### src/rtl/core/halcc_pkg.sv
package halcc_pkg;

   localparam int TIMER_WIDTH = 16;
   localparam int DIGIT_WIDTH = 4;
   localparam int CSR_DATA_WIDTH = 16;
   localparam int CSR_INDEX_WIDTH = 3;
   localparam int REQ_DATA_WIDTH = 8;
   localparam int RSP_DATA_WIDTH = 16;

   localparam logic [TIMER_WIDTH-1:0] LIGHT_HOLD_RESET = TIMER_WIDTH'(25);
   localparam logic [TIMER_WIDTH-1:0] PRESS_GAP_RESET = TIMER_WIDTH'(5);
   localparam logic [DIGIT_WIDTH-1:0] SECRET_FIRST_RESET = 4'd7;
   localparam logic [DIGIT_WIDTH-1:0] SECRET_SECOND_RESET = 4'd5;
   localparam logic [DIGIT_WIDTH-1:0] SECRET_THIRD_RESET = 4'd9;
   localparam logic [DIGIT_WIDTH-1:0] DIGIT_MAX = 4'd9;

   typedef enum logic [CSR_INDEX_WIDTH-1:0] {
      CSR_LIGHT_HOLD = 3'd0,
      CSR_PRESS_GAP = 3'd1,
      CSR_SECRET_FIRST = 3'd2,
      CSR_SECRET_SECOND = 3'd3,
      CSR_SECRET_THIRD = 3'd4
   } csr_index_type;

   typedef enum logic [1:0] {
      CODE_EVENT_NONE = 2'd0,
      CODE_EVENT_WRONG = 2'd1,
      CODE_EVENT_RIGHT = 2'd2
   } code_event_type;

   typedef enum logic [1:0] {
      POS_FIRST = 2'd0,
      POS_SECOND = 2'd1,
      POS_THIRD = 2'd2
   } digit_pos_type;

   // pending flag bits
   localparam int PF_CODE = 0;
   localparam int PF_LIGHT = 1;
   localparam int PF_PRES_L = 2;
   localparam int PF_PRES_A = 3;

   // first member lands in the highest bits
   typedef struct packed {
      code_event_type code_event;
      logic [DIGIT_WIDTH-1:0] digit_value;
      logic [1:0] digit_position;
      logic siren_on;
      logic armed;
      logic light_on;
   } rsp_type;

endpackage

### src/rtl/core/home_alarm_light_code_controller.sv
// channel | dir | tdata fields (lsb first)                                   | other
// req     | in  | code_press, light_press, presence_seen                     | -
// rsp     | out | light_on, armed, siren_on, digit_position[1:0],            | -
//         |     | digit_value[3:0], code_event[1:0]                           |
// csr     | in  | csr_we, csr_index (0 hold, 1 gap, 2..4 secret), csr_wdata   | -
//
// one tick per cycle while req_tready is high: the whole state update sits between the state
// registers and the result register, so a tick beat is taken every cycle unless rsp backs up
// each result is registered in the output entry, or in the skid entry while that one is held
// two result entries (output plus skid) let a tick in while a result waits;
// req_tready drops only when both are full
// synchronous active-high reset restores the register defaults, clears all tick state and both result valid flags
module home_alarm_light_code_controller import halcc_pkg::*; (
   input  logic                       clock,
   input  logic                       reset,
   input  logic                       req_tvalid,
   output logic                       req_tready,
   // code_press, light_press, presence_seen, zero fill
   input  logic [REQ_DATA_WIDTH-1:0]  req_tdata,
   output logic                       rsp_tvalid,
   input  logic                       rsp_tready,
   // light_on, armed, siren_on, digit_position, digit_value, code_event, zero fill
   output logic [RSP_DATA_WIDTH-1:0]  rsp_tdata,
   input  logic                       csr_we,
   input  logic [CSR_INDEX_WIDTH-1:0] csr_index,
   input  logic [CSR_DATA_WIDTH-1:0]  csr_wdata
);

   logic [TIMER_WIDTH-1:0] hold_ff, gap_ff;
   logic [DIGIT_WIDTH-1:0] secret0_ff, secret1_ff, secret2_ff;

   logic                   light_ff, light_in;
   logic [TIMER_WIDTH-1:0] light_cnt_ff, light_cnt_in;
   logic                   armed_ff, armed_in;
   logic                   siren_ff, siren_in;
   logic [3:0]             pend_ff, pend_in;
   logic                   pulse_ff, pulse_in;
   logic [DIGIT_WIDTH-1:0] digit0_ff, digit0_in;
   logic [DIGIT_WIDTH-1:0] digit1_ff, digit1_in;
   logic [DIGIT_WIDTH-1:0] digit2_ff, digit2_in;
   logic [1:0]             pos_ff, pos_in;
   logic [TIMER_WIDTH-1:0] press_cnt_ff, press_cnt_in;
   logic                   press_act_ff, press_act_in;

   rsp_type out_ff, skid_ff, result;
   logic    out_valid_ff, skid_valid_ff;

   logic                   accept, pop, match;
   logic [1:0]             pos_cur;
   logic [DIGIT_WIDTH-1:0] digit_cur, digit_inc, digit_out;
   code_event_type         event_w;

   assign req_tready = !skid_valid_ff;
   assign accept     = req_tvalid && req_tready;
   assign rsp_tvalid = out_valid_ff;
   assign pop        = out_valid_ff && rsp_tready;
   assign rsp_tdata  = {{(RSP_DATA_WIDTH - $bits(rsp_type)){1'b0}}, out_ff};

   always_comb begin
      pos_cur = (pos_ff == 2'd3) ? POS_THIRD : pos_ff;
      case (pos_cur)
         POS_FIRST:  digit_cur = digit0_ff;
         POS_SECOND: digit_cur = digit1_ff;
         default:    digit_cur = digit2_ff;
      endcase
      digit_inc = (digit_cur >= DIGIT_MAX) ? '0 : digit_cur + 4'd1;
      match = (digit0_ff == secret0_ff) && (digit1_ff == secret1_ff)
              && (digit2_ff == secret2_ff);
   end

   always_comb begin
      pend_in      = pend_ff;
      light_in     = light_ff;
      light_cnt_in = light_cnt_ff;
      armed_in     = armed_ff;
      siren_in     = siren_ff;
      pulse_in     = pulse_ff;
      digit0_in    = digit0_ff;
      digit1_in    = digit1_ff;
      digit2_in    = digit2_ff;
      pos_in       = pos_ff;
      press_cnt_in = press_cnt_ff;
      press_act_in = press_act_ff;
      event_w      = CODE_EVENT_NONE;

      // latch events
      if (req_tdata[0]) pend_in[PF_CODE] = 1'b1;
      if (req_tdata[1]) pend_in[PF_LIGHT] = 1'b1;
      if (req_tdata[2]) begin
         pend_in[PF_PRES_L] = 1'b1;
         pend_in[PF_PRES_A] = 1'b1;
      end

      // light
      if (!light_ff) begin
         if (pend_in[PF_LIGHT] || pend_in[PF_PRES_L]) begin
            light_in = 1'b1;
            pend_in[PF_LIGHT] = 1'b0;
            pend_in[PF_PRES_L] = 1'b0;
            light_cnt_in = hold_ff;
         end
      end else if (pend_in[PF_LIGHT]) begin
         light_in = 1'b0;
         pend_in[PF_LIGHT] = 1'b0;
      end else if (pend_in[PF_PRES_L]) begin
         pend_in[PF_LIGHT] = 1'b0;
         pend_in[PF_PRES_L] = 1'b0;
         light_cnt_in = hold_ff;
      end else if (light_cnt_ff <= TIMER_WIDTH'(1)) begin
         light_cnt_in = '0;
         light_in = 1'b0;
      end else begin
         light_cnt_in = light_cnt_ff - TIMER_WIDTH'(1);
      end

      // alarm
      if (!armed_ff) begin
         if (pulse_ff) begin
            armed_in = 1'b1;
            pend_in[PF_PRES_A] = 1'b0;
            pulse_in = 1'b0;
         end
      end else if (pend_in[PF_PRES_A]) begin
         siren_in = 1'b1;
         pend_in[PF_PRES_A] = 1'b0;
      end else if (pulse_ff) begin
         armed_in = 1'b0;
         siren_in = 1'b0;
         pend_in[PF_PRES_A] = 1'b0;
         pulse_in = 1'b0;
      end

      // code entry
      if (pend_in[PF_CODE]) begin
         case (pos_cur)
            POS_FIRST:  digit0_in = digit_inc;
            POS_SECOND: digit1_in = digit_inc;
            default:    digit2_in = digit_inc;
         endcase
         pend_in[PF_CODE] = 1'b0;
         press_cnt_in = gap_ff;
         pulse_in = 1'b0;
         press_act_in = 1'b1;
      end else if (press_act_ff) begin
         if (press_cnt_ff > TIMER_WIDTH'(1)) begin
            press_cnt_in = press_cnt_ff - TIMER_WIDTH'(1);
         end else begin
            press_cnt_in = '0;
            press_act_in = 1'b0;
            if (pos_cur != POS_THIRD) begin
               pos_in = pos_cur + 2'd1;
               pulse_in = 1'b0;
            end else begin
               digit0_in = '0;
               digit1_in = '0;
               digit2_in = '0;
               pos_in = POS_FIRST;
               pulse_in = match;
               event_w = match ? CODE_EVENT_RIGHT : CODE_EVENT_WRONG;
            end
         end
      end

      case (pos_in)
         POS_FIRST:  digit_out = digit0_in;
         POS_SECOND: digit_out = digit1_in;
         default:    digit_out = digit2_in;
      endcase

      result.light_on       = light_in;
      result.armed          = armed_in;
      result.siren_on       = siren_in;
      result.digit_position = pos_in;
      result.digit_value    = digit_out;
      result.code_event     = event_w;
   end

   always_ff @(posedge clock) begin
      if (reset) begin
         hold_ff    <= LIGHT_HOLD_RESET;
         gap_ff     <= PRESS_GAP_RESET;
         secret0_ff <= SECRET_FIRST_RESET;
         secret1_ff <= SECRET_SECOND_RESET;
         secret2_ff <= SECRET_THIRD_RESET;
      end else if (csr_we) begin
         case (csr_index)
            CSR_LIGHT_HOLD:    hold_ff <= csr_wdata[TIMER_WIDTH-1:0];
            CSR_PRESS_GAP:     gap_ff <= csr_wdata[TIMER_WIDTH-1:0];
            CSR_SECRET_FIRST:  secret0_ff <= csr_wdata[DIGIT_WIDTH-1:0];
            CSR_SECRET_SECOND: secret1_ff <= csr_wdata[DIGIT_WIDTH-1:0];
            CSR_SECRET_THIRD:  secret2_ff <= csr_wdata[DIGIT_WIDTH-1:0];
            default: ;
         endcase
      end
   end

   always_ff @(posedge clock) begin
      if (reset) begin
         light_ff     <= 1'b0;
         light_cnt_ff <= '0;
         armed_ff     <= 1'b0;
         siren_ff     <= 1'b0;
         pend_ff      <= '0;
         pulse_ff     <= 1'b0;
         digit0_ff    <= '0;
         digit1_ff    <= '0;
         digit2_ff    <= '0;
         pos_ff       <= POS_FIRST;
         press_cnt_ff <= '0;
         press_act_ff <= 1'b0;
      end else if (accept) begin
         light_ff     <= light_in;
         light_cnt_ff <= light_cnt_in;
         armed_ff     <= armed_in;
         siren_ff     <= siren_in;
         pend_ff      <= pend_in;
         pulse_ff     <= pulse_in;
         digit0_ff    <= digit0_in;
         digit1_ff    <= digit1_in;
         digit2_ff    <= digit2_in;
         pos_ff       <= pos_in;
         press_cnt_ff <= press_cnt_in;
         press_act_ff <= press_act_in;
      end
   end

   // output register plus skid entry
   always_ff @(posedge clock) begin
      if (reset) begin
         out_valid_ff  <= 1'b0;
         skid_valid_ff <= 1'b0;
      end else if (!out_valid_ff || pop) begin
         if (skid_valid_ff) begin
            out_valid_ff  <= 1'b1;
            skid_valid_ff <= 1'b0;
         end else begin
            out_valid_ff <= accept;
         end
      end else if (accept) begin
         skid_valid_ff <= 1'b1;
      end
   end

   always_ff @(posedge clock) begin
      if (!out_valid_ff || pop) begin
         out_ff <= skid_valid_ff ? skid_ff : result;
      end else if (accept) begin
         skid_ff <= result;
      end
   end

   a_siren_needs_armed: assert property (@(posedge clock) disable iff (reset)
      siren_ff |-> armed_ff) else $error("siren on while disarmed");

   a_skid_behind_out: assert property (@(posedge clock) disable iff (reset)
      skid_valid_ff |-> out_valid_ff) else $error("skid entry without output entry");

   a_digits_in_range: assert property (@(posedge clock) disable iff (reset)
      digit0_ff <= DIGIT_MAX && digit1_ff <= DIGIT_MAX && digit2_ff <= DIGIT_MAX)
      else $error("entered digit above nine");

   a_pos_in_range: assert property (@(posedge clock) disable iff (reset)
      pos_ff != 2'd3) else $error("digit position out of range");

   a_code_event_resets_pos: assert property (@(posedge clock) disable iff (reset)
      (accept && result.code_event != CODE_EVENT_NONE) |=> pos_ff == POS_FIRST)
      else $error("code closed without clearing position");

endmodule

### config.mk
export PLATFORM = sky130hd
export DESIGN_NAME = home_alarm_light_code_controller
export DESIGN_NICKNAME = d
export VERILOG_FILES = /design/src/rtl/core/halcc_pkg.sv /design/src/rtl/core/home_alarm_light_code_controller.sv
export SDC_FILE = /design/constraint.sdc
export NUM_CORES = 1
export LEC_CHECK = 0
export BUFFER_PORTS_ARGS = -buffer_cell sky130_fd_sc_hd__buf_4
export CAP_MARGIN = 25
export CORE_MARGIN = 2
export CORE_UTILIZATION = 38
export CTS_CLUSTER_DIAMETER = 100
export CTS_CLUSTER_SIZE = 8
export DETAILED_ROUTE_END_ITERATION = 10
export PLACE_DENSITY = 0.61
export SETUP_SLACK_MARGIN = 0.05
export SYNTH_ARGS = -nofsm -noshare
export SYNTH_HDL_FRONTEND = slang
export SYNTH_SLANG_ARGS = --single-unit
### constraint.sdc
create_clock -name clock -period 2.7 [get_ports clock]
set_input_delay 0.27 -clock clock [delete_from_list [all_inputs] [get_ports clock]]
set_output_delay 0.27 -clock clock [all_outputs]
set_load 0.01 [all_outputs]
Word-level counts from Yosys, hierarchy flattened:

Index checks and enable logic that the tools add are counted.

* output and inout port bits: 18
* bits in registers: 122

* $lt $le $gt $ge: 3
* bitwise gates (word level): 1
* reductions and logical operators: 23
* multiplexer cells: 67
* $add $sub $neg: 4
* eq/ne operators: 12

Operators by type and width (count)
* two-way mux 16 bit: 8
* two-way mux 4 bit: 16
* subtractor 16 x 1 -> 16 bit (second input constant): 2
* two-way mux 1 bit: 27
* two-way mux 2 bit: 13
* > comparator 16 x 1 -> 1 bit (second input constant): 1
* <= comparator 16 x 1 -> 1 bit (second input constant): 1
* one-hot mux 4 bit (2 select lines): 2
* AND reduction 2 bit: 7
* == test 4 bit: 3
* two-way mux 11 bit: 1
* == test 3 x 2 -> 1 bit (second input constant): 2
* adder 4 x 1 -> 4 bit (second input constant): 1
* == test 2 x 1 -> 1 bit (second input constant): 2
* greater-or-equal comparator 4 bit (second input constant): 1
* logical AND 1 bit: 4
* logical NOT 2 bit: 2
* inequality test 2 bit (second input constant): 2
* nonzero test 2 bit: 2
* OR reduction 2 bit: 2
* == test 3 x 1 -> 1 bit (second input constant): 1
* == test 3 bit (second input constant): 1
* logical NOT 3 bit: 1
* AND reduction 3 bit: 1
* 5 further kinds: 7

Logic depth before layout (Yosys ltp):

* word-level depth: 10
* gate-level depth with buffers: 11
* gate-level depth less buffers: 9

Least setup slack after synthesis:

Ideal clock, no wire load.

* path type: reg2reg
* start point: reg pos_ff[0]
* end point: reg out_ff, in the netlist rsp_tdata[6] (data pin)
* arrival: 2325 ps
* setup time: 273 ps
* buffers on the path: 2
* cell stages (with the launch flop): 12
* data required time: 2427 ps
* setup slack: 102 ps
* cell sequence: dfxtp_1 buf_2 mux2i_1 o21ai_0 inv_1 ha_1 nor2b_1 a21boi_0 clkbuf_1 nor3_1 a2111oi_0 a211oi_1

* word-level cells in the longest chain between the ends: 10

Ends and longest elaborated chain
* from (decl): line home_alarm_light_code_controller.sv:41 `logic [1:0] pos_ff, pos_in;`
* from (signal assigned): line home_alarm_light_code_controller.sv:221 `pos_ff <= pos_in;`
* == test 2 bit: line home_alarm_light_code_controller.sv:60 `pos_cur = (pos_ff == 2'd3) ? POS_THIRD : pos_ff;`
* two-way mux 2 bit: line home_alarm_light_code_controller.sv:60
* == test 2 x 1 -> 1 bit, or another cell as far along: line home_alarm_light_code_controller.sv:61, home_alarm_light_code_controller.sv:135
* one-hot mux 4 bit (2 select lines) / two-way mux 2 bit (equally long branches): line home_alarm_light_code_controller.sv:61, home_alarm_light_code_controller.sv:150
* adder 4 x 1 -> 4 bit, or another cell as far along: line home_alarm_light_code_controller.sv:66 `digit_inc = (digit_cur >= DIGIT_MAX) ? '0 : digit_cur + 4'd1;`
* two-way mux 4 bit / two-way mux 2 bit (equally long branches): line home_alarm_light_code_controller.sv:66, home_alarm_light_code_controller.sv:144
* two-way mux 4 bit / two-way mux 2 bit (equally long branches): line home_alarm_light_code_controller.sv:135, home_alarm_light_code_controller.sv:134
* two-way mux 4 bit, or another cell as far along: line home_alarm_light_code_controller.sv:134 `if (pend_in[PF_CODE]) begin`
* one-hot mux 4 bit (2 select lines) (*): line home_alarm_light_code_controller.sv:164 `case (pos_in)`
* two-way mux 11 bit (*): line home_alarm_light_code_controller.sv:246 `out_ff <= skid_valid_ff ? skid_ff : result;`
* to (signal assigned): line home_alarm_light_code_controller.sv:246
* to (decl): line home_alarm_light_code_controller.sv:45 `rsp_type out_ff, skid_ff, result;`

Mark *: on every way between the ends. The rest lies on a longest branch, timed or not.
A chain may end at the register's enable or synchronous reset.

Worst setup path after layout:

* start point: reg press_cnt_ff[1]
* end point: reg out_ff, in the netlist rsp_tdata[8] (data pin)

* word-level cells in the longest chain between the ends: 7

Ends and longest elaborated chain
* from (decl): line home_alarm_light_code_controller.sv:42 `logic [TIMER_WIDTH-1:0] press_cnt_ff, press_cnt_in;`
* from (signal assigned): line home_alarm_light_code_controller.sv:222 `press_cnt_ff <= press_cnt_in;`
* > comparator 16 x 1 -> 1 bit (*): line home_alarm_light_code_controller.sv:145 `if (press_cnt_ff > TIMER_WIDTH'(1)) begin`
* two-way mux 2 bit (*): line home_alarm_light_code_controller.sv:145
* two-way mux 2 bit (*): line home_alarm_light_code_controller.sv:144 `end else if (press_act_ff) begin`
* two-way mux 2 bit (*): line home_alarm_light_code_controller.sv:134
* via pos_in[1]: line home_alarm_light_code_controller.sv:41
* == test 2 x 1 -> 1 bit / logical NOT 2 bit (equally long branches): line home_alarm_light_code_controller.sv:164
* one-hot mux 4 bit (2 select lines) (*): line home_alarm_light_code_controller.sv:164
* two-way mux 11 bit (*): line home_alarm_light_code_controller.sv:246

The timed path passes the listed nets; every way through them passes the cells marked *.

==> flow_summary.toml <==
[sta]
final_hold_viol_count = 0
tns_ns = 0
slew_violations = 0
tightest_slew_ns = 0.5979
min_period_ns = 2.535
max_freq_ghz = 0.3945
post-route-period-util_pct = 93.88
setup_viol = 0
rsz0062_at_grt = "yes"
skew_ns = 0.01047
timing.final.ws_setup_ns = 0.1653
max_slew_margin_pct = 59.87

[final_layout]
syn2layout_area_growth_pct = 21.09
nFillCells = 1491
layout-drive-gt1-share_pct = 17.51
antennaDiodeCount = 0
multiInputGateArea_um2 = 3267
design_area_um2 = 7313
register_area_um2 = 2663
final_net_count = 797

[clock_network]
clkTransAtPathRegs_ns = 0.06
cts-buffers-inserted = 17
postCtsHoldBufs = 0
clk_path_buf_depth = 2
clk_latency_ns = 0.43
cts.sinks = 122
tritoncts = "built"
cts_root_buffer = "clkbuf_16"
htreeDepth = 4

[floorplan]
fp.dieW_um = 130.1
rows = 46
core_um2 = 15710
start_util_pct = 38.44
dieArea_um2 = 16920
num_io_pins = 50
die_height_um = 130.1

[power]
p_leak_nw = 2.691
p_clk_share_pct = 41.3
swShare_pct = 28.33
power_frac_seq_pct = 40.5
power.share.combinational_pct = 18.2
vdd_drop_max_mv = 0.4874
p_int_w = 0.003612
switching_power_w = 0.001428
power_w = 0.005039
p_per_area_nw_per_um2 = 689.1

[routing]
wl_met1_um = 7208
finalWirelength_um = 15680
num_vias = 5355
drc = 0
top_layer = "met4"
drtIter0Drc = 413
wl_per_cell_um = 15.89
drtAntennaViolNets = 0
dr_wl_met3_um = 692
via_per_inst = 5.426
met2WireLength_um = 7532
first_pass_iters = 5

[synth]
synth_area_leader_cell = "dfxtp_1"
synth.top_cell.area_share_pct = 33.15
synth_cells = 714
synthFlopType = "dfxtp_1"
avgSynthCellArea_um2 = 8.459
syn_area_um2 = 6040
synth_edf_count = 22
synth_most_common_cell = "nand2_1"
seq_area_frac_synth_pct = 44.09
yosys_register_bits = 122
synth_common_cells = "nand2_1 (116), dfxtp_1 (100), nor2_1 (87), a21oi_1 (51), clkbuf_1 (40)"
yosys_warnings = 0
synthArstFlopShare_pct = 0
ys_types = 69
synth.area.top_cells = "dfxtp_1 (33%), edfxtp_1 (11%), nand2_1 (7.2%)"

[place]
port_buffers = 39
post_dp_cell_area_um2 = 6639
hpwl_um = 10800
gp_congestion = 0.8356
pre_cts_slack_ns = 0.08608

[setup_path]
r2r_cells = 9
cp_data_required_time_ns = 2.87
startpoint = "press_cnt_ff[1]"
start_kind = "flip-flop"
reg2reg_to = "rsp_tdata[8]"
end_kind = "flip-flop"
worstReg2RegStart = "press_cnt_ff[1]"
path_class = "flip-flop to flip-flop"
critPathCapture = "rsp_tdata[8]"
cp_max_fo = 6
r2r_setup_slack_ns = 0.17
cp.arrival_ns = 2.70

[worst_hold_path]
min_from = "csr_wdata[4]"
hp-class = "input port to flip-flop"

[grt]
grt_usage_pct = 19.04
grt_overflow_total = 0
grt_pass1_vias = 5069
grt_max_degree = 61
antenna_found_initial = 0
grt_pass1_wl_um = 25190

[run_status]
status = "finished, final reports clean"

[flow_run]
cap_violations = 0
## worst max-delay path, cell delays in order, from the launching register on
cell and delay, ns:
dfxtp_1 0.33, inv_1 0.11, ha_1 0.20, o21ba_2 0.16, nand4_2 0.16, or4b_4 0.54
mux2i_4 0.35, inv_4 0.13, a211oi_4 0.21, o41ai_2 0.10
## cell families (layout without fill, tap and decap cells)
| logic type | after synthesis | in the layout | synth area share [%] |
|---|---|---|---|
| AOI/OAI and AO/OA | 173 | 173 | 19.41 |
| xor gates and xnor gates | 22 | 22 | 3.190 |
| adders and majority gates | 7 | 7 | 1.450 |
| buffers and inverters | 63 | 116 | 4.288 |
| DFF | 122 | 122 | 44.09 |
| muxes | 23 | 23 | 4.185 |
| other | 1 | 5 | 0.06209 |
| and+or+nand+nor | 303 | 303 | 23.33 |
## power groups by stage
stage / Combinational (W) / Sequential, W / Clock, W
3_3_place_gp: 0.000842 / 0.00207 / 0
6_report: 0.000917 / 0.00204 / 0.00208
5_1_grt: 0.00102 / 0.00205 / 0.00220
4_1_cts: 0.000869 / 0.00204 / 0.00211
2_1_floorplan: 0.000582 / 0.00207 / 0
3_5_place_dp: 0.000862 / 0.00207 / 0
## how the worst min path moves through the flow
stage,slack [ns],depth (start not counted),to
5_1_grt,0.09,3,hold_ff[4]
3_3_place_gp,0.45,2,gap_ff[12]
4_1_cts,0.08,3,hold_ff[4]
3_5_place_dp,0.45,2,gap_ff[7]
2_1_floorplan,0.39,1,secret0_ff[0]
6_report,0.09,3,hold_ff[4]
## metal layers
metal / up-vias / GRT usage, %
li1: 2647 / -
met1: 2562 / 24.56
met2: 128 / 31.17
met3: 18 / 4.920
met4: 0 / 6.262
met5: - / 0
## through the flow
step | hold slack [ns] | util [%] | instances
2_1_floorplan | 0.3879 | - | 718
6_report | 0.08920 | 46.54 | 987
3_5_place_dp | 0.4516 | 42.25 | 954
3_3_place_gp | 0.4479 | 42.25 | 954
5_1_grt | 0.08850 | 46.54 | 987
4_1_cts | 0.08131 | 45.64 | 986
## state kept, by name, summed over array words and instances (netlist names), 11 cells and up
name	count
gap_ff	16
hold_ff	16
light_cnt_ff	16
press_cnt_ff	16
rsp_tdata	11
skid_ff	11
## cell type report
class	count	area share, %
sequential	122	36.41
inverter	14	0.7528
clock inverter	9	1.027
tap	216	3.695
timing repair buffer	70	7.186
multi-input combinational	533	44.67
clock buffer	23	6.262
## placed cells by master (no fill, tap or decap), types with 3 or more instances in the layout
master and count:
conb_1 5, clkbuf_16 17, a31oi_1 5, edfxtp_1 22
nor3_1 30, dfxtp_1 100, xnor2_1 14, a22oi_1 12
ha_1 7, o21ai_1 3, clkinv_2 3, nand3_1 8
a211oi_1 16, nand4_1 6, o32ai_2 5, a221oi_1 10
nor2b_1 8, o41ai_1 3, nand2b_1 6, xor2_1 8
clkinvlp_4 3, buf_4 70, mux2_2 8, a21oi_1 50
and2_1 4, mux2i_2 3, o31a_1 3, nor4_1 6
o31ai_1 10, clkinv_1 3, nand3b_1 6, mux2i_1 11
a211o_1 7, or2_2 3, or3_1 3, nor2_1 87
clkbuf_1 5, o21ai_0 23, inv_1 12, nand2_1 116
## repair_timing
action | CTS | global route
setup buffers | 0 | 1
gates resized for setup | 0 | 25
endpoints found under the setup margin | 0 | 12
(Power assumes the default switching activity.)
